$ cat config.mk
export PLATFORM = sky130hd
export DESIGN_NAME = cfc_dp
export DESIGN_NICKNAME = d
export VERILOG_FILES = /design/src/design/cfc_pkg.sv /design/src/design/cfc_dp.sv
export SDC_FILE = /design/constraint.sdc
export NUM_CORES = 1
export LEC_CHECK = 0
export ABC_AREA = 1
export BUFFER_PORTS_ARGS = -buffer_cell sky130_fd_sc_hd__buf_2
export CORE_UTILIZATION = 40
export CTS_BUF_LIST = sky130_fd_sc_hd__clkbuf_4
export DETAILED_ROUTE_END_ITERATION = 8
export GPL_TIMING_DRIVEN = 0
export HOLD_SLACK_MARGIN = 0.1
export RECOVER_POWER = 50
export SKIP_LAST_GASP = 1
export SLEW_MARGIN = 15
export SYNTH_ARGS = -nofsm -noshare
export SYNTH_HDL_FRONTEND = slang
export SYNTH_SLANG_ARGS = --single-unit
export TNS_END_PERCENT = 30
$ cat constraint.sdc
create_clock -name aclk -period 7.91 [get_ports aclk]
set_clock_uncertainty 0.1 [all_clocks]
set_input_delay 0.3955 -clock aclk [delete_from_list [all_inputs] [get_ports aclk]]
set_output_delay 0.3955 -clock aclk [all_outputs]
set_load 0.01 [all_outputs]
$ cat src/design/cfc_pkg.sv
// Package for the multichannel comb filter: register indexes, fixed-point
// constants and the read-control struct passed from address to datapath.
// No dependencies.
`default_nettype none

package cfc_pkg;

    // Fixed field widths.
    localparam int SAMPLE_W = 16;
    localparam int GAIN_W   = 16;
    localparam int DELAY_W  = 10;
    localparam int FRAC_W   = 14;

    // Configuration register indexes.
    typedef logic [1:0] cfg_index_t;
    localparam cfg_index_t CFG_FEEDBACK_MODE = 2'd0;
    localparam cfg_index_t CFG_GAIN          = 2'd1;
    localparam cfg_index_t CFG_DELAY_LENGTH  = 2'd2;

    // Unity gain in Q2.14 and its negative, the clamp limits in feedback mode.
    localparam logic signed [GAIN_W-1:0] GAIN_POS_ONE = 16'sd16384;
    localparam logic signed [GAIN_W-1:0] GAIN_NEG_ONE = -16'sd16384;

    // Saturation limits of a sample.
    localparam logic signed [SAMPLE_W-1:0] SAMPLE_MAX = 16'sh7fff;
    localparam logic signed [SAMPLE_W-1:0] SAMPLE_MIN = 16'sh8000;

    // How the delayed operand of one beat is obtained.
    typedef struct packed {
        logic hit_valid;  // entry was written since the last clear
        logic self_fwd;   // feedforward with zero delay: delayed value is x
    } rd_ctl_t;

endpackage

`default_nettype wire

$ cat src/design/cfc_dp.sv
// Datapath of the comb filter: read-data stage with forwarding, gain
// multiply, shift, saturating add, delay-line write-back and output register.
// Depends on cfc_pkg.
`default_nettype none

module cfc_dp #(
    parameter int ADDR_W = 11
) (
    input  wire logic                                  aclk,
    input  wire logic                                  aresetn,
    input  wire logic                                  accept,
    output logic                                       in_ready,
    input  wire logic                                  in_channel,
    input  wire logic signed [cfc_pkg::SAMPLE_W-1:0]   in_sample,
    input  wire logic                                  in_block_end,
    input  wire logic [ADDR_W-1:0]                     rd_addr,
    input  wire logic [ADDR_W-1:0]                     wr_addr,
    input  wire cfc_pkg::rd_ctl_t                      ctl,
    input  wire logic                                  feedback_mode,
    input  wire logic signed [cfc_pkg::GAIN_W-1:0]     gain,
    input  wire logic [cfc_pkg::SAMPLE_W-1:0]          ram_rdata,
    output logic                                       ram_we,
    output logic      [ADDR_W-1:0]                     ram_waddr,
    output logic      [cfc_pkg::SAMPLE_W-1:0]          ram_wdata,
    output logic                                       m_valid,
    input  wire logic                                  m_ready,
    output logic                                       m_out_channel,
    output logic signed [cfc_pkg::SAMPLE_W-1:0]        m_out_sample,
    output logic                                       m_out_block_end
);

    // Compute stage registers.
    logic                                  s1_valid_reg;
    logic                                  s1_chan_reg;
    logic signed [cfc_pkg::SAMPLE_W-1:0]   s1_x_reg;
    logic                                  s1_bend_reg;
    logic [ADDR_W-1:0]                     s1_waddr_reg;
    cfc_pkg::rd_ctl_t                      s1_ctl_reg;
    logic                                  fwd_hit_reg;
    logic signed [cfc_pkg::SAMPLE_W-1:0]   fwd_data_reg;

    // Output registers.
    logic                                  m_valid_reg;
    logic                                  m_chan_reg;
    logic signed [cfc_pkg::SAMPLE_W-1:0]   m_sample_reg;
    logic                                  m_bend_reg;

    logic                                  out_free;
    logic                                  s1_fire;
    logic signed [cfc_pkg::GAIN_W-1:0]     gain_eff;
    logic signed [cfc_pkg::SAMPLE_W-1:0]   delayed;
    logic signed [31:0]                    prod;
    logic signed [17:0]                    prod_sh;
    logic signed [17:0]                    sum;
    logic signed [cfc_pkg::SAMPLE_W-1:0]   y;
    logic signed [cfc_pkg::SAMPLE_W-1:0]   wdata;

    // Handshake: the compute stage moves whenever the output register frees.
    assign out_free = !m_valid_reg || m_ready;
    assign s1_fire  = s1_valid_reg && out_free;
    assign in_ready = !s1_valid_reg || out_free;

    // Delayed operand, gain clamp, multiply, floor shift and saturating add.
    always_comb begin
        if (s1_ctl_reg.self_fwd) begin
            delayed = s1_x_reg;
        end else if (fwd_hit_reg) begin
            delayed = fwd_data_reg;
        end else if (s1_ctl_reg.hit_valid) begin
            delayed = ram_rdata;
        end else begin
            delayed = '0;
        end

        gain_eff = gain;
        if (feedback_mode) begin
            if (gain > cfc_pkg::GAIN_POS_ONE) begin
                gain_eff = cfc_pkg::GAIN_POS_ONE;
            end else if (gain < cfc_pkg::GAIN_NEG_ONE) begin
                gain_eff = cfc_pkg::GAIN_NEG_ONE;
            end
        end

        prod    = gain_eff * delayed;
        prod_sh = prod[31:cfc_pkg::FRAC_W];
        sum     = 18'(s1_x_reg) + prod_sh;

        if (sum > 18'(cfc_pkg::SAMPLE_MAX)) begin
            y = cfc_pkg::SAMPLE_MAX;
        end else if (sum < 18'(cfc_pkg::SAMPLE_MIN)) begin
            y = cfc_pkg::SAMPLE_MIN;
        end else begin
            y = sum[cfc_pkg::SAMPLE_W-1:0];
        end

        // Feedback stores the result, feedforward stores the input.
        wdata = feedback_mode ? y : s1_x_reg;
    end

    assign ram_we    = s1_fire;
    assign ram_waddr = s1_waddr_reg;
    assign ram_wdata = wdata;

    // Compute stage valid.
    always_ff @(posedge aclk) begin
        if (!aresetn) begin
            s1_valid_reg <= 1'b0;
        end else if (accept) begin
            s1_valid_reg <= 1'b1;
        end else if (s1_fire) begin
            s1_valid_reg <= 1'b0;
        end
    end

    // Compute stage payload. A read that collides with the write-back of
    // the beat ahead takes its data from the forwarding register.
    always_ff @(posedge aclk) begin
        if (accept) begin
            s1_chan_reg  <= in_channel;
            s1_x_reg     <= in_sample;
            s1_bend_reg  <= in_block_end;
            s1_waddr_reg <= wr_addr;
            s1_ctl_reg   <= ctl;
            fwd_hit_reg  <= s1_valid_reg && (rd_addr == s1_waddr_reg);
            fwd_data_reg <= wdata;
        end
    end

    // Output register valid.
    always_ff @(posedge aclk) begin
        if (!aresetn) begin
            m_valid_reg <= 1'b0;
        end else if (s1_fire) begin
            m_valid_reg <= 1'b1;
        end else if (m_ready) begin
            m_valid_reg <= 1'b0;
        end
    end

    // Output register payload.
    always_ff @(posedge aclk) begin
        if (s1_fire) begin
            m_chan_reg   <= s1_chan_reg;
            m_sample_reg <= y;
            m_bend_reg   <= s1_bend_reg;
        end
    end

    assign m_valid         = m_valid_reg;
    assign m_out_channel   = m_chan_reg;
    assign m_out_sample    = m_sample_reg;
    assign m_out_block_end = m_bend_reg;

endmodule

`default_nettype wire

# ---- Word level (Yosys, flattened, before mapping)
# Cells that the tools add are included.
dict set report word_totals {
  ff_bits 68
  output_inout_bits 48
  wordCells 41
}
dict set report op_classes {
  add_sub_neg 1
  mul 1
  magnitude_cmp 4
  eq_ne 1
  muxes 13
  reduce_logical 8
}
# operator count
set ops {}
lappend ops {{16-bit two-way mux} 9}
lappend ops {{16-bit by 16-bit multiplier with 32-bit output} 1}
lappend ops {{16-bit by 18-bit adder with 18-bit output} 1}
lappend ops {{18-bit by 16-bit greater-than comparator with 1-bit output (second input constant)} 1}
lappend ops {{18-bit by 16-bit less-than comparator with 1-bit output (second input constant)} 1}
lappend ops {{16-bit greater-than comparator (second input constant)} 1}
lappend ops {{16-bit by 15-bit less-than comparator with 1-bit output (second input constant)} 1}
lappend ops {{11-bit == test} 1}
lappend ops {{1-bit two-way mux} 4}
lappend ops {{2-bit nonzero test} 2}
lappend ops {{1-bit logical AND} 2}
lappend ops {{1-bit zero test} 2}
lappend ops {{1-bit logical OR} 2}

# ---- Logic depth before layout (Yosys ltp)
dict set report logic_depth {
  depth_word 10
  mapped_depth 52
  ltp_nobuf 50
}

# ---- Worst setup path before layout
# Ideal clock, no wire load.
dict set report synth_path {
  kind {flip-flop to output port}
  startpoint {register fwd_hit_reg}
  endpoint {output ram_wdata[0] (netlist bit)}
  arrival_time_ps 8246
  required_time_ps 7414
  setup_slack_ps -831
  path_stages_with_launch 46
  path_buffers 4
  cell_sequence {edfxtp_1 buf_6 nor2_4 buf_1 a22oi_1 nand2_1 o21a_1 clkbuf_1 inv_1 nor2_1 fa_1 inv_1 fa_1 inv_1 fa_1 fa_1 fa_1 inv_1 (+10 left out) nand2_1 a21oi_1 o21ai_0 xor2_1 ha_1 inv_1 nor3_1 nand2_1 o311ai_0 inv_1 nand3_1 nand2_1 nand2_2 nand3_2 buf_6 nand2_1 nand3_1 nand2_1}
}
dict set report synth_via {
  elab_chain_len 8
  word_cells_on_any_way 9
}
# item line_no
set synth_lines {}
lappend synth_lines {{start, declared} cfc_dp.sv:39} ;# logic fwd_hit_reg;
lappend synth_lines {{start signal, assigned} cfc_dp.sv:124} ;# fwd_hit_reg <= s1_valid_reg && (rd_addr == s1_waddr_reg);
lappend synth_lines {{16-bit two-way mux *} cfc_dp.sv:67} ;# end else if (fwd_hit_reg) begin
lappend synth_lines {{16-bit two-way mux *} cfc_dp.sv:65} ;# if (s1_ctl_reg.self_fwd) begin
lappend synth_lines {{16-bit by 16-bit multiplier with 32-bit output *} cfc_dp.sv:84} ;# prod = gain_eff * delayed;
lappend synth_lines {{16-bit by 18-bit adder with 18-bit output *} cfc_dp.sv:86} ;# sum = 18'(s1_x_reg) + prod_sh;
lappend synth_lines {{18-bit by 16-bit less-than comparator with 1-bit output} cfc_dp.sv:90} ;# end else if (sum < 18'(cfc_pkg::SAMPLE_MIN)) begin
lappend synth_lines {{16-bit two-way mux} cfc_dp.sv:90}
lappend synth_lines {{16-bit two-way mux *} cfc_dp.sv:88} ;# if (sum > 18'(cfc_pkg::SAMPLE_MAX)) begin
lappend synth_lines {{16-bit two-way mux *} cfc_dp.sv:97} ;# wdata = feedback_mode ? y : s1_x_reg;
lappend synth_lines {{end, declared} cfc_dp.sv:24} ;# output logic [cfc_pkg::SAMPLE_W-1:0] ram_wdata,
# Every way passes the cells marked *; elsewhere a longest branch is shown, timed or not.

# ---- Worst setup path after layout
dict set report layout_path {
  startpoint {input feedback_mode}
  endpoint {output ram_wdata[5] (netlist bit)}
}
dict set report layout_via {
  elab_chain_len 7
  word_cells_on_any_way 8
}
# item line_no
set layout_lines {}
lappend layout_lines {{start, declared} cfc_dp.sv:19} ;# input wire logic feedback_mode,
lappend layout_lines {{16-bit two-way mux *} cfc_dp.sv:76} ;# if (feedback_mode) begin
lappend layout_lines {{16-bit by 16-bit multiplier with 32-bit output *} cfc_dp.sv:84}
lappend layout_lines {{16-bit by 18-bit adder with 18-bit output *} cfc_dp.sv:86}
lappend layout_lines {{18-bit by 16-bit less-than comparator with 1-bit output} cfc_dp.sv:90}
lappend layout_lines {{16-bit two-way mux} cfc_dp.sv:90}
lappend layout_lines {{16-bit two-way mux *} cfc_dp.sv:88}
lappend layout_lines {{via y, one bit} cfc_dp.sv:55} ;# logic signed [cfc_pkg::SAMPLE_W-1:0] y;
lappend layout_lines {{16-bit two-way mux *} cfc_dp.sv:97}
# Mark *: on every way through the listed nets, which the timed path passes. The rest lies on a longest branch.

==> metrics.cfg <==
[run_status]
outcome = finished, violations left
violations = capacitance limit, slew limit, setup timing

[synthesis]
synth_fa_ha_area_share_pct = 47.80
synth-seq-cells = 68
synthCells = 1561
synth_compound_area_share_pct = 6.587
synthFlopType = edfxtp_1
synth_xor_area_share_pct = 2.858
async_flop_share_pct = 0
ys_seq_area_share_pct = 14.99
synth_top_family_by_area = adder cells
synth_edf_count = 66
synth_mux_area_share_pct = 0
synth_area_mm2 = 0.01349
ys_types = 50
synth_simple_gate_area_share_pct = 15.51
ys_warn_count = 0
syn_avg_cell_area_um2 = 8.639
syn_nets = 1998

[routing]
drtAntennaViolNets = 0
post_drt_wl_per_cell_um = 18.24
drc = 0
drtIter0Drc = 920
finalWirelength_um = 41660
vias = 11420
drtPass1Iterations = 7
routed_via_density = 4.998

[floorplan]
initial_core_util_pct = 41.03
die_h_um = 185.6
die_area_mm2 = 0.03445
design.portCount = 127
fp.dieW_um = 185.6
rows = 66
coreArea_mm2 = 0.03287

[timing]
hold_ws_ns = 0.1424
max_slew_margin_pct = -76.71
slew_violations = 50
finalCriticalPeriod_ns = 9.354
setup_viol = 48
rsz0062_at_grt = yes
fin_ws_ns = -1.444
fin_crit_sh_pct = 118.3
max_freq_mhz = 106.9
finalHoldViolCount = 0
finalSetupTns_ns = -44.36
worstMarginPinSlew_ns = 2.651

[global_route]
grt_max_degree = 50
grtUsageTotal_pct = 24.96
antenna_found_initial = 0
grt_pass1_wl_um = 64000
first_global_vias = 11770
gr-total-overflow = 0

[critical_path]
crit_top_cell = nand2_2
path_max_fanout = 10
arrival_ns = 8.86
critical_path.max_stage_delay_ns = 0.70
cp_num_buf_inv = 11
crit_slowest_cell = a21oi_2
criticalPathCategory = primary input to primary output
endpoint_kind = primary output
path_depth = 44
start_kind = primary input
rr_worst_depth = 51
path_delay_family = adder cells
required_ns = 7.41

[cts]
cts_tree = built
cts.clk_slew.worst_paths_ns = 0.12
h-tree-depth = 3
cts.root.buffer_cell = clkbuf_4
cts_buffer_depth = 2
clk_latency_ns = 0.43
clock_sinks = 68
cts_made_buffers = 9

[finish]
fin_cells = 2284
area_growth_pct = 30.07
drive_gt1_share_pct = 29.70
register_area_mm2 = 0.002022
num_antenna_cells = 0
multi_input_area_mm2 = 0.01088
nFillCells = 3088
fin_nets = 2274

[placed_design]
pre_cts_ws_ns = -1.836
port_buffers = 126
dp.cells = 2130
hpwl_um = 32110
place.gp.congestion = 0.9012

[hold_path]
hold_depth = 4
hold_path.class = primary input to flop

[job]
cap_violations = 1

==> cells in the final DEF (no fill, tap or decap), drive strengths merged, types with 13 or more instances in the layout <==
cell type	count
dlygate4sd3	32
o21ai	23
fa	262
a22oi	13
xor2	30
a21oi	56
nand2	315
edfxtp	66
nand3	21
clkbuf	23
buf	248
o21a	13
xnor2	14
nor2	165
ha	96
inv	396
==> final timing paths <==
path                            slack, ns     startpoint              end
worst min-delay path                 0.14        m_ready          m_valid
worst max register to register      -1.35    fwd_hit_reg  m_out_sample[2]
worst max-delay path                -1.44  feedback_mode     ram_wdata[5]
worst min register to register       0.34    s1_bend_reg  m_out_block_end
==> routing by layer <==
layer | share of wire, % | up-vias | track usage (%)
li1 | - | 5243 | -
met1 | 41 | 5738 | 32.91
met2 | 49 | 379 | 42.10
met3 | 6.7 | 56 | 4.911
met4 | 2.5 | 0 | 6.033
met5 | 0 | - | 0
==> timing repair <==
item,CTS,global route
cloned,2,1
hold buffers,32,0
buffers inserted,74,32
gates resized for setup,155,144
endpoints found under the setup margin,48,48
pin swaps,64,110
endpoints found under the hold margin,33,0
==> logic make-up after synthesis <==
family	Yosys count
AOI/OAI and AO/OA	143
xor gates and xnor gates	44
adders and majority gates	358
buffers and inverters	432
DFF	68
and+or+nand+nor	516
==> Yosys cell counts (all sizes together), types with 2 or more instances <==
cell    instances  share of area [%]
nor2          165                4.7
edfxtp         66                 15
o21ai          23               0.88
buf            11               0.53
o22ai           3               0.14
xor2           30                1.9
clkinv          5               0.14
nor3            6               0.22
inv           398                 11
o221a           2               0.17
a22oi          13               0.72
o21a           13               0.72
fa            262                 39
o21bai          5               0.28
a21oi          56                2.1
a31oi           7               0.32
nand2         315                9.3
dfxtp           2               0.30
o31ai           2               0.11
nand3          21               0.89
clkbuf         18               0.50
a22o            2               0.13
a21boi          2               0.11
a21o            5               0.28
nand4           5               0.23
xnor2          14               0.91
nor4            2              0.093
o221ai          2               0.13
ha             96                8.9
==> through the flow <==
step / utilization, % / instance area (µm²)
CTS: 51.12 / 16800
floorplan: - / 13860
global placement: 45.77 / 15040
finish: 53.37 / 17540
global route: 53.37 / 17540
detailed placement: 45.82 / 15060
==> cell type report <==
type,instances,area share [%]
tap,442,3.153
timing repair buffer,267,11.34
sequential,68,11.53
multi-input combinational,1061,62.00
buffer,27,1.969
inverter,403,9.059
clock inverter,7,0.5635
clock buffer,9,0.3852
==> worst register-to-register path: cells and delay by family (launching register included) <==
family	cells	cell delay, ns
AND/OR/NAND/NOR	16	1.44
buffers and inverters	20	2.29
XOR/XNOR	1	0.18
AO/OA/AOI/OAI	6	1.02
flip-flops	1	0.40
adder cells (fa/ha/maj)	8	3.61
Power is left out: the tool's default activity adds up to more than one toggle a clock period on the data nets, which glitch-free logic cannot reach.
