**config.mk**
```make
export PLATFORM = sky130hd
export DESIGN_NAME = cfc_addr
export DESIGN_NICKNAME = d
export VERILOG_FILES = /design/src/design/cfc_pkg.sv /design/src/design/cfc_addr.sv
export SDC_FILE = /design/constraint.sdc
export NUM_CORES = 1
export LEC_CHECK = 0
export BUFFER_PORTS_ARGS = -buffer_cell sky130_fd_sc_hd__buf_2
export CAP_MARGIN = 20
export CORE_ASPECT_RATIO = 1.25
export CORE_UTILIZATION = 55
export DETAILED_ROUTE_END_ITERATION = 10
export MAX_ROUTING_LAYER = met4
export PLACE_DENSITY_LB_ADDON = 0.3
export SETUP_SLACK_MARGIN = 0.3
export SLEW_MARGIN = 10
export SYNTH_ARGS = -nofsm -noshare
export SYNTH_HDL_FRONTEND = slang
export SYNTH_SLANG_ARGS = --single-unit
```
**constraint.sdc**
```tcl
create_clock -name aclk -period 8.7 [get_ports aclk]
set_clock_uncertainty 0.1 [all_clocks]
set_input_delay 2.61 -clock aclk [delete_from_list [all_inputs] [get_ports aclk]]
set_output_delay 2.61 -clock aclk [all_outputs]
set_load 0.05 [all_outputs]
```
**src/design/cfc_pkg.sv**
```systemverilog
// Package for the multichannel comb filter: register indexes, fixed-point
// constants and the read-control struct passed from address to datapath.
// No dependencies.
`default_nettype none

package cfc_pkg;

    // Fixed field widths.
    localparam int SAMPLE_W = 16;
    localparam int GAIN_W   = 16;
    localparam int DELAY_W  = 10;
    localparam int FRAC_W   = 14;

    // Configuration register indexes.
    typedef logic [1:0] cfg_index_t;
    localparam cfg_index_t CFG_FEEDBACK_MODE = 2'd0;
    localparam cfg_index_t CFG_GAIN          = 2'd1;
    localparam cfg_index_t CFG_DELAY_LENGTH  = 2'd2;

    // Unity gain in Q2.14 and its negative, the clamp limits in feedback mode.
    localparam logic signed [GAIN_W-1:0] GAIN_POS_ONE = 16'sd16384;
    localparam logic signed [GAIN_W-1:0] GAIN_NEG_ONE = -16'sd16384;

    // Saturation limits of a sample.
    localparam logic signed [SAMPLE_W-1:0] SAMPLE_MAX = 16'sh7fff;
    localparam logic signed [SAMPLE_W-1:0] SAMPLE_MIN = 16'sh8000;

    // How the delayed operand of one beat is obtained.
    typedef struct packed {
        logic hit_valid;  // entry was written since the last clear
        logic self_fwd;   // feedforward with zero delay: delayed value is x
    } rd_ctl_t;

endpackage

`default_nettype wire

```
**src/design/cfc_addr.sv**
```systemverilog
// Address unit of the comb filter: per-channel write pointers and wrap
// flags, read position behind the write position, entry-valid check.
// Depends on cfc_pkg.
`default_nettype none

module cfc_addr #(
    parameter int CHANNELS  = 2,
    parameter int MAX_DELAY = 1024,
    parameter int CH_W      = 1,
    parameter int PTR_W     = 10
) (
    input  wire logic                           aclk,
    input  wire logic                           aresetn,
    input  wire logic                           accept,
    input  wire logic                           clear,
    input  wire logic                           channel,
    input  wire logic [cfc_pkg::DELAY_W-1:0]    delay_length,
    input  wire logic                           feedback_mode,
    output logic      [CH_W+PTR_W-1:0]          rd_addr,
    output logic      [CH_W+PTR_W-1:0]          wr_addr,
    output cfc_pkg::rd_ctl_t                    ctl
);

    logic [PTR_W-1:0] ptr_reg  [CHANNELS];
    logic             wrap_reg [CHANNELS];

    logic [CH_W-1:0]  ch_idx;
    logic [PTR_W-1:0] w;
    logic [PTR_W-1:0] d_eff;
    logic [PTR_W-1:0] r;
    logic [PTR_W:0]   diff;
    logic [16:0]      dl_wide;
    logic             last;

    // Line selection, delay clamp and circular read position.
    always_comb begin
        ch_idx  = (CHANNELS > 1) ? CH_W'(channel) : '0;
        w       = ptr_reg[ch_idx];
        dl_wide = 17'(delay_length);
        d_eff   = (dl_wide > 17'(MAX_DELAY - 1)) ? PTR_W'(MAX_DELAY - 1)
                                                : PTR_W'(delay_length);
        diff    = {1'b0, w} - {1'b0, d_eff};
        r       = diff[PTR_W] ? PTR_W'(diff + (PTR_W+1)'(MAX_DELAY))
                              : diff[PTR_W-1:0];
        last    = (w == PTR_W'(MAX_DELAY - 1));

        rd_addr       = {ch_idx, r};
        wr_addr       = {ch_idx, w};
        // An entry holds data once its line has wrapped or it lies behind w.
        ctl.hit_valid = wrap_reg[ch_idx] || (r < w);
        ctl.self_fwd  = !feedback_mode && (d_eff == '0);
    end

    // Pointer advance per accepted beat; reset and delay writes clear lines.
    always_ff @(posedge aclk) begin
        if (!aresetn || clear) begin
            for (int i = 0; i < CHANNELS; i++) begin
                ptr_reg[i]  <= '0;
                wrap_reg[i] <= 1'b0;
            end
        end else if (accept) begin
            ptr_reg[ch_idx] <= last ? '0 : w + 1'b1;
            if (last) begin
                wrap_reg[ch_idx] <= 1'b1;
            end
        end
    end

endmodule

`default_nettype wire

```
-- After elaboration in Yosys (flattened, before gate mapping)
Memories as Yosys holds them, arrays and structs flattened.
Cells that the tools add are included.
- register bits after elaboration: 0
- bits in latches: 0
- memory bits (writable): 22
- bits in read-only memories: 0
- input port bits: 16
- output and inout bits: 24
- logic and storage cells: 32
- memories: 2
- memories (name ; words ; bits a word ; read ports ; clocked after memory_dff ; wr ports ; line ; source):
    ptr_reg ; 2 ; 10 ; 1 ; 0 ; 2 ; cfc_addr.sv:24 ; logic [PTR_W-1:0] ptr_reg [CHANNELS];
    wrap_reg ; 2 ; 1 ; 1 ; 0 ; 2 ; cfc_addr.sv:25 ; logic wrap_reg [CHANNELS];
- add/sub/neg operators: 3
- $mul: 0
- div/mod/pow operators: 0
- magnitude comparators: 1
- equal/unequal tests: 1
- shift operators: 0
- mux-type cells: 17
- bitwise logic cells: 0
- reductions and logical operators: 8
- operators with widths (operator ; number):
    10-bit 2-to-1 mux ; 3
    10-bit by 1-bit adder with 10-bit output, second input constant ; 2
    1-bit 2-to-1 mux ; 14
    10-bit by 10-bit subtractor with 11-bit output ; 1
    10-bit == test, second input constant ; 1
    10-bit logical NOT ; 1
    10-bit less-than comparator ; 1
    10-bit OR reduction ; 1
    1-bit logical NOT ; 2
    1-bit logical OR ; 2
    1-bit logical AND ; 1
    1-bit OR reduction ; 1

-- Longest topological paths before layout
Gate-level depths: netlist of the first run.
An unclocked memory read counts as a cell.
- depth after elaboration: 8
- mapped depth: 16
- mapped depth without buffers: 14

-- Least setup slack after synthesis of the first run
No wires, ideal clock.
- kind: input -> output
- start point: in channel
- end point: out ctl[1] (netlist bit)
- data arrival time: 7.197 ns
- required time: 5.990 ns
- setup slack: -1.207 ns
- stages on the path: 16
- path buffers: 2
- cell sequence: buf_6 buf_4 mux2_2 inv_1 ha_1 inv_1 fa_1 a21oi_1 o211ai_1 nor3_1 o21bai_1 xor2_1 ha_1 a211oi_1 nand2b_1 o21ai_0
- RTL lines (element ; line ; source):
    start: declaration ; cfc_addr.sv:16 ; input wire logic channel,
    end: declaration ; cfc_addr.sv:21 ; output cfc_pkg::rd_ctl_t ctl

==> flow_summary.toml, run 1 <==
[route]
routed_wl_um = 4260
drt-vias-per-instance = 5.81
drt-initial-drc-count = 42
firstDrtPassIters = 4
vias = 1644
wl_per_cell_um = 15.0
antenna_left = 0
drc = 0

[clock_network]
cts_sinks = 22
cts_tree = "yes"
root_buffer = "clkbuf_8"
cts_buffers = 3
cts.path.max_buffers = 2
ctsHoldBuffers = 0
clk_latency_ps = 260
cts.clk_slew.worst_paths_ps = 70
htree_levels = 1

[power_and_ir_drop]
p_seq_share_pct = 33.1
p_leak_nw = 1.05
switchingPower_mw = 0.156
pwr-share-comb_pct = 50.4
power_frac_clock_pct = 16.5
ir_drop_v = 0.000147
powerDensity_mw_per_mm2 = 159
p_sw_share_pct = 41.7
internal_power_mw = 0.218

[timing]
period_share_pct = 96.5
tns_ps = 0
fmax_ghz = 0.119
final-setup-viol-count = 0
max_slew_margin_pct = 65.1
maxSlewViolCount = 0
final_hold_viol_count = 0
tightest_slew_ps = 521
final.setup.worst_slack_ps = 307
rsz0062_at_grt = "yes"
period_minus_slack_ps = 8390

[run]
max_cap_viol_count = 0

[global_routing]
grt_pass1_vias = 1441
grt_antenna_before_repair = 0
grt_usage_pct = 23.5
overflow = 0
grt_max_degree = 13
grt_pass1_wl_um = 6100

[placed_design]
placed_area_mm2 = 0.00222
gp_congestion = 0.818
dp_slack_ps = 111
post-dp-hpwl_um = 3230
numPortBuffers = 39

[worst_setup_path]
crit_required_ps = 5990
r2r-start = "ptr_reg[1][0]$_SDFFCE_PN0P_"
rrSetupSlack_ps = 6560
r2r_cells = 7
worstSetupPathType = "input port to output port"
worstSetupEndpoint = "ctl[1]"
startpoint = "channel"
path_max_fanout = 4
startpoint_type = "input port"
arrival_ps = 5680
r2r_end = "ptr_reg[1][1]$_SDFFCE_PN0P_"
cp-end-kind = "output port"

[finish]
n_antenna_cell = 0
stdcell_area_mm2 = 0.00236
syn_to_final_growth_pct = 23.0
largest_reg_flops = 20
nets = 284
final_layout_size_suffix_gt1_share_pct = 30.1
finish.utilization_pct = 71.9

[synthesis]
ys_seq_elements = 22
synth_area_leaders = "edfxtp_1, ha_1, inv_1"
synth_cells = 203
syn_nets = 240
netlist_area_mm2 = 0.00192
yosys.area.top_type = "edfxtp_1"
yosysMostFrequentCell = "inv_1"
ys.warnings.count = 0
async_flop_share_pct = 0
synth_commonest_cells = "inv_1, edfxtp_1, ha_1, nor2_1, nand2_1"
synth-seq-area-share_pct = 33.4
synth-edff-count = 20
yosysUniqueCellTypes = 50
syn_area_per_cell_um2 = 9.45
ys.flop_type = "edfxtp_1"
yosysTopAreaCellShare_pct = 31.3

[floorplan]
io_pins = 40
start_util_pct = 58.5
die_h_um = 68.0
dieArea_mm2 = 0.00373
core_mm2 = 0.00328
die_w_um = 54.8
rows = 23

[outcome]
outcome = "completed"

[worst_hold_path]
hold_class = "flip-flop to flip-flop"
[area by class of cell]
class	count	area, um^2
multi-input combinational	151	1240
fill	251	921
sequential	22	641
timing repair buffer	46	298
inverter	23	90.1
tap	37	46.3
clock buffer	4	45.0
[power by group through the flow]
stage | registers [mW] | logic, mW | clock network, mW
floorplan | 0.125 | 0.138 | 0
global placement | 0.126 | 0.172 | 0
detailed placement | 0.126 | 0.173 | 0
CTS | 0.124 | 0.183 | 0.0624
global route | 0.124 | 0.205 | 0.0666
finish | 0.124 | 0.189 | 0.0618
[cells by family after synthesis]
kind of cell | Yosys count | share of synthesized area, %
flip-flops | 22 | 33.4
multiplexers | 10 | 5.74
buffers and inverters | 30 | 7.24
AO/OA/AOI/OAI | 41 | 15.3
XOR/XNOR | 12 | 5.87
AND/OR/NAND/NOR | 67 | 18.4
adder cells (fa/ha/maj) | 21 | 14.1
[critical path: stages]
cell	delay, ps
buf_4	130
mux2i_4	260
clkinvlp_4	170
ha_1	300
nor2b_1	150
o31a_1	280
o21a_1	220
o41ai_4	260
xnor2_2	120
ha_1	320
a21o_1	170
a211oi_2	220
nand2b_1	140
o21ai_4	170
buf_8	160
[repair_timing]
action                                  CTS  global route
hold endpoints to repair                  0             0
cloned                                    1             0
gates resized for setup                   6             4
pin swaps                                 0             1
setup buffers                             0             1
endpoints found under the setup margin    1             1
[metal layers]
| layer | vias to the layer above | GRT usage (%) | part of all wire [%] |
|---|---|---|---|
| li1 | 818 | - | - |
| met1 | 770 | 28.7 | 45 |
| met2 | 52 | 41.0 | 50 |
| met3 | 4 | 0.667 | 4.5 |
| met4 | 0 | 7.37 | 0.94 |
| met5 | - | - | 0 |
[how the worst min path moves through the flow]
stage,startpoint,to,slack [ps],cells after the start
after floorplan,wrap_reg[0]$_DFF_P_,wrap_reg[0]$_DFF_P_,330,2
after global placement,wrap_reg[0]$_DFF_P_,wrap_reg[0]$_DFF_P_,350,2
after detailed placement,wrap_reg[1]$_DFF_P_,wrap_reg[1]$_DFF_P_,340,2
after CTS,wrap_reg[1]$_DFF_P_,wrap_reg[1]$_DFF_P_,360,2
after global routing,wrap_reg[0]$_DFF_P_,wrap_reg[0]$_DFF_P_,380,2
final,wrap_reg[1]$_DFF_P_,wrap_reg[1]$_DFF_P_,360,2
[layout by cell type (no fill, tap or decap), drive strengths merged, types with 3 or more instances in the layout]
| master | instances |
|---|---|
| buf | 45 |
| inv | 22 |
| edfxtp | 20 |
| ha | 20 |
| nor2 | 18 |
| nand2 | 12 |
| o21ai | 11 |
| a21oi | 9 |
| nor3 | 9 |
| xnor2 | 9 |
| nand3 | 8 |
| mux2i | 8 |
| o21a | 4 |
| clkbuf | 4 |
| nor2b | 3 |
| nor4 | 3 |
| xor2 | 3 |
[stage by stage]
step	hold WS, ps	power, mW	instances
3_5_place_dp	341	0.299	277
5_1_grt	378	0.396	283
3_3_place_gp	355	0.298	277
4_1_cts	357	0.369	282
6_report	357	0.374	283
2_1_floorplan	329	0.263	203
Power figures use the tool's default switching activity.
==> run 2: changes to the inputs <==
==> constraint.sdc (replaced) <==
create_clock -name aclk -period 8.7 [get_ports aclk]
set_clock_uncertainty 0.1 [all_clocks]
set_input_delay 2.61 -clock aclk [delete_from_list [all_inputs] [get_ports aclk]]
set_output_delay 2.61 -clock aclk [all_outputs]
set_load 0.01 [all_outputs]
==> run 2 against run 1 <==
- total power is 9.8% lower
- combinational power is 36% lower
- cell count is 0.71% lower
- fmax increased by 1.8%
- largest power group is now sequential cells
==> flow_summary.toml, run 2 (synthesis results as in run 1) <==
[global_routing]
grt_usage_pct = 22.9
grt_max_degree = 21
overflow = 0
grt_pass1_wl_um = 5930
grtUsageMet3_pct = 1.78
grt_antenna_before_repair = 0
grt_use_met2_pct = 40.1
busiest_layer = "met2"
grt_pass1_vias = 1414
use_met1_pct = 26.3

[floorplan]
die_h_um = 68.0
core_mm2 = 0.00328
die_w_um = 54.8
io_pins = 40
rows = 23
start_util_pct = 58.5
dieArea_mm2 = 0.00373

[clock_network]
cts_sinks = 22
cts_buffers = 3
clk_latency_ps = 260
cts_tree = "yes"
ctsHoldBuffers = 0
cts.clk_slew.worst_paths_ps = 70
cts.path.max_buffers = 2
root_buffer = "clkbuf_8"
htree_levels = 1

[worst_setup_path]
worstSetupPathType = "input port to output port"
cpMostUsedCell = "ha_1"
critPathSlowestCell = "o41ai_2"
startpoint_type = "input port"
crit_required_ps = 5990
arrival_ps = 5540
cp-end-kind = "output port"
critPathMaxStageDelay_ps = 360
cp_cell_sequence = "buf_6 -> mux2i_2 -> inv_2 -> ha_1 -> nor2b_1 -> o31a_1 -> o21a_1 -> o41ai_2 -> xnor2_1 -> ha_1 -> a21o_1 -> a211oi_2 -> nand2b_1 -> o21ai_0 -> buf_2"
path_max_fanout = 5

[finish]
instances_no_fill = 281
nets = 282
finish.utilization_pct = 69.5
largest_reg_flops = 20
final_common_cell = "buf_2"
syn_to_final_growth_pct = 18.9
final_layout_size_suffix_gt1_share_pct = 28.3
n_antenna_cell = 0
final_cell_mix = "buf_2, inv_1, edfxtp_1, ha_1, nor2_1"

[power_and_ir_drop]
powerDensity_mw_per_mm2 = 148
ir_drop_v = 0.000230
p_seq_share_pct = 36.7
pwr-share-comb_pct = 35.9
p_leak_nw = 1.01
switchingPower_mw = 0.101
p_sw_share_pct = 30.1
power_frac_clock_pct = 27.5
internal_power_mw = 0.236

[timing]
maxSlewViolCount = 0
period_minus_slack_ps = 8250
rsz0062_at_grt = "no"
period_share_pct = 94.8
max_slew_margin_pct = 64.4
final-setup-viol-count = 0
tns_ps = 0
fin_hold_ws_ps = 362
fmax_ghz = 0.121
tightest_slew_ps = 532
final_hold_viol_count = 0
final.setup.worst_slack_ps = 452

[placed_design]
gp_congestion = 0.773
dp_slack_ps = 363
post-dp-hpwl_um = 3170
numPortBuffers = 39
dp.cells = 275

[outcome]
outcome = "completed"

[route]
drt-initial-drc-count = 53
firstDrtPassIters = 4
routed_wl_um = 3970
wl_per_cell_um = 14.1
antenna_left = 0
drc = 0
drt-vias-per-instance = 5.70
vias = 1603

[worst_hold_path]
hold_class = "flip-flop to flip-flop"

[run]
max_cap_viol_count = 0
-- run 2: worst max-delay path: cells and delay by family --
family | cells | cell delay [ps]
adder cells (fa/ha/maj) | 2 | 600
buffers and inverters | 3 | 360
XOR/XNOR | 1 | 140
AND/OR/NAND/NOR | 2 | 220
AO/OA/AOI/OAI | 6 | 1350
multiplexers | 1 | 250
-- run 2: stage by stage --
step | instance area, um^2 | power [mW]
after floorplan | 1920 | 0.202
after global placement | 2130 | 0.236
after detailed placement | 2130 | 0.238
after CTS | 2200 | 0.330
after global routing | 2280 | 0.359
final | 2280 | 0.338
-- run 2: layout make-up --
cell class                 instances  area (um^2)
clock buffer                       3         41.3
multi-input combinational        151         1190
fill                             258         1000
inverter                          23         86.3
timing repair buffer              44          243
clock inverter                     1         30.0
tap                               37         46.3
sequential                        22          641
-- run 2: worst paths after layout --
| kind | slack [ps] | depth (start not counted) | startpoint | endpoint |
|---|---|---|---|---|
| max reg2reg | 6660 | 6 | ptr_reg[1][0]$_SDFFCE_PN0P_ | ptr_reg[0][3]$_SDFFCE_PN0P_ |
| min reg2reg | 360 | 2 | wrap_reg[1]$_DFF_P_ | wrap_reg[1]$_DFF_P_ |
| min | 360 | 2 | wrap_reg[1]$_DFF_P_ | wrap_reg[1]$_DFF_P_ |
| max | 450 | 15 | channel | ctl[1] |
-- run 2: power groups by stage --
stage               Clock [mW]  Sequential [mW]  Combinational, mW
floorplan                    0            0.125             0.0774
global placement             0            0.126              0.110
detailed placement           0            0.126              0.112
CTS                     0.0944            0.123              0.113
global route            0.0985            0.124              0.136
finish                  0.0927            0.124              0.121
-- run 2: metal layers --
metal  routed length, um  vias up
met4                  61        0
met2                1950       47
met1                1800      738
met3                 148        7
met5                   0        -
li1                    -      811
-- run 2: repair_timing --
action,CTS,global route
endpoints found under the setup margin,0,1
setup buffers,0,2
endpoints found under the hold margin,0,0
gates resized for setup,0,14
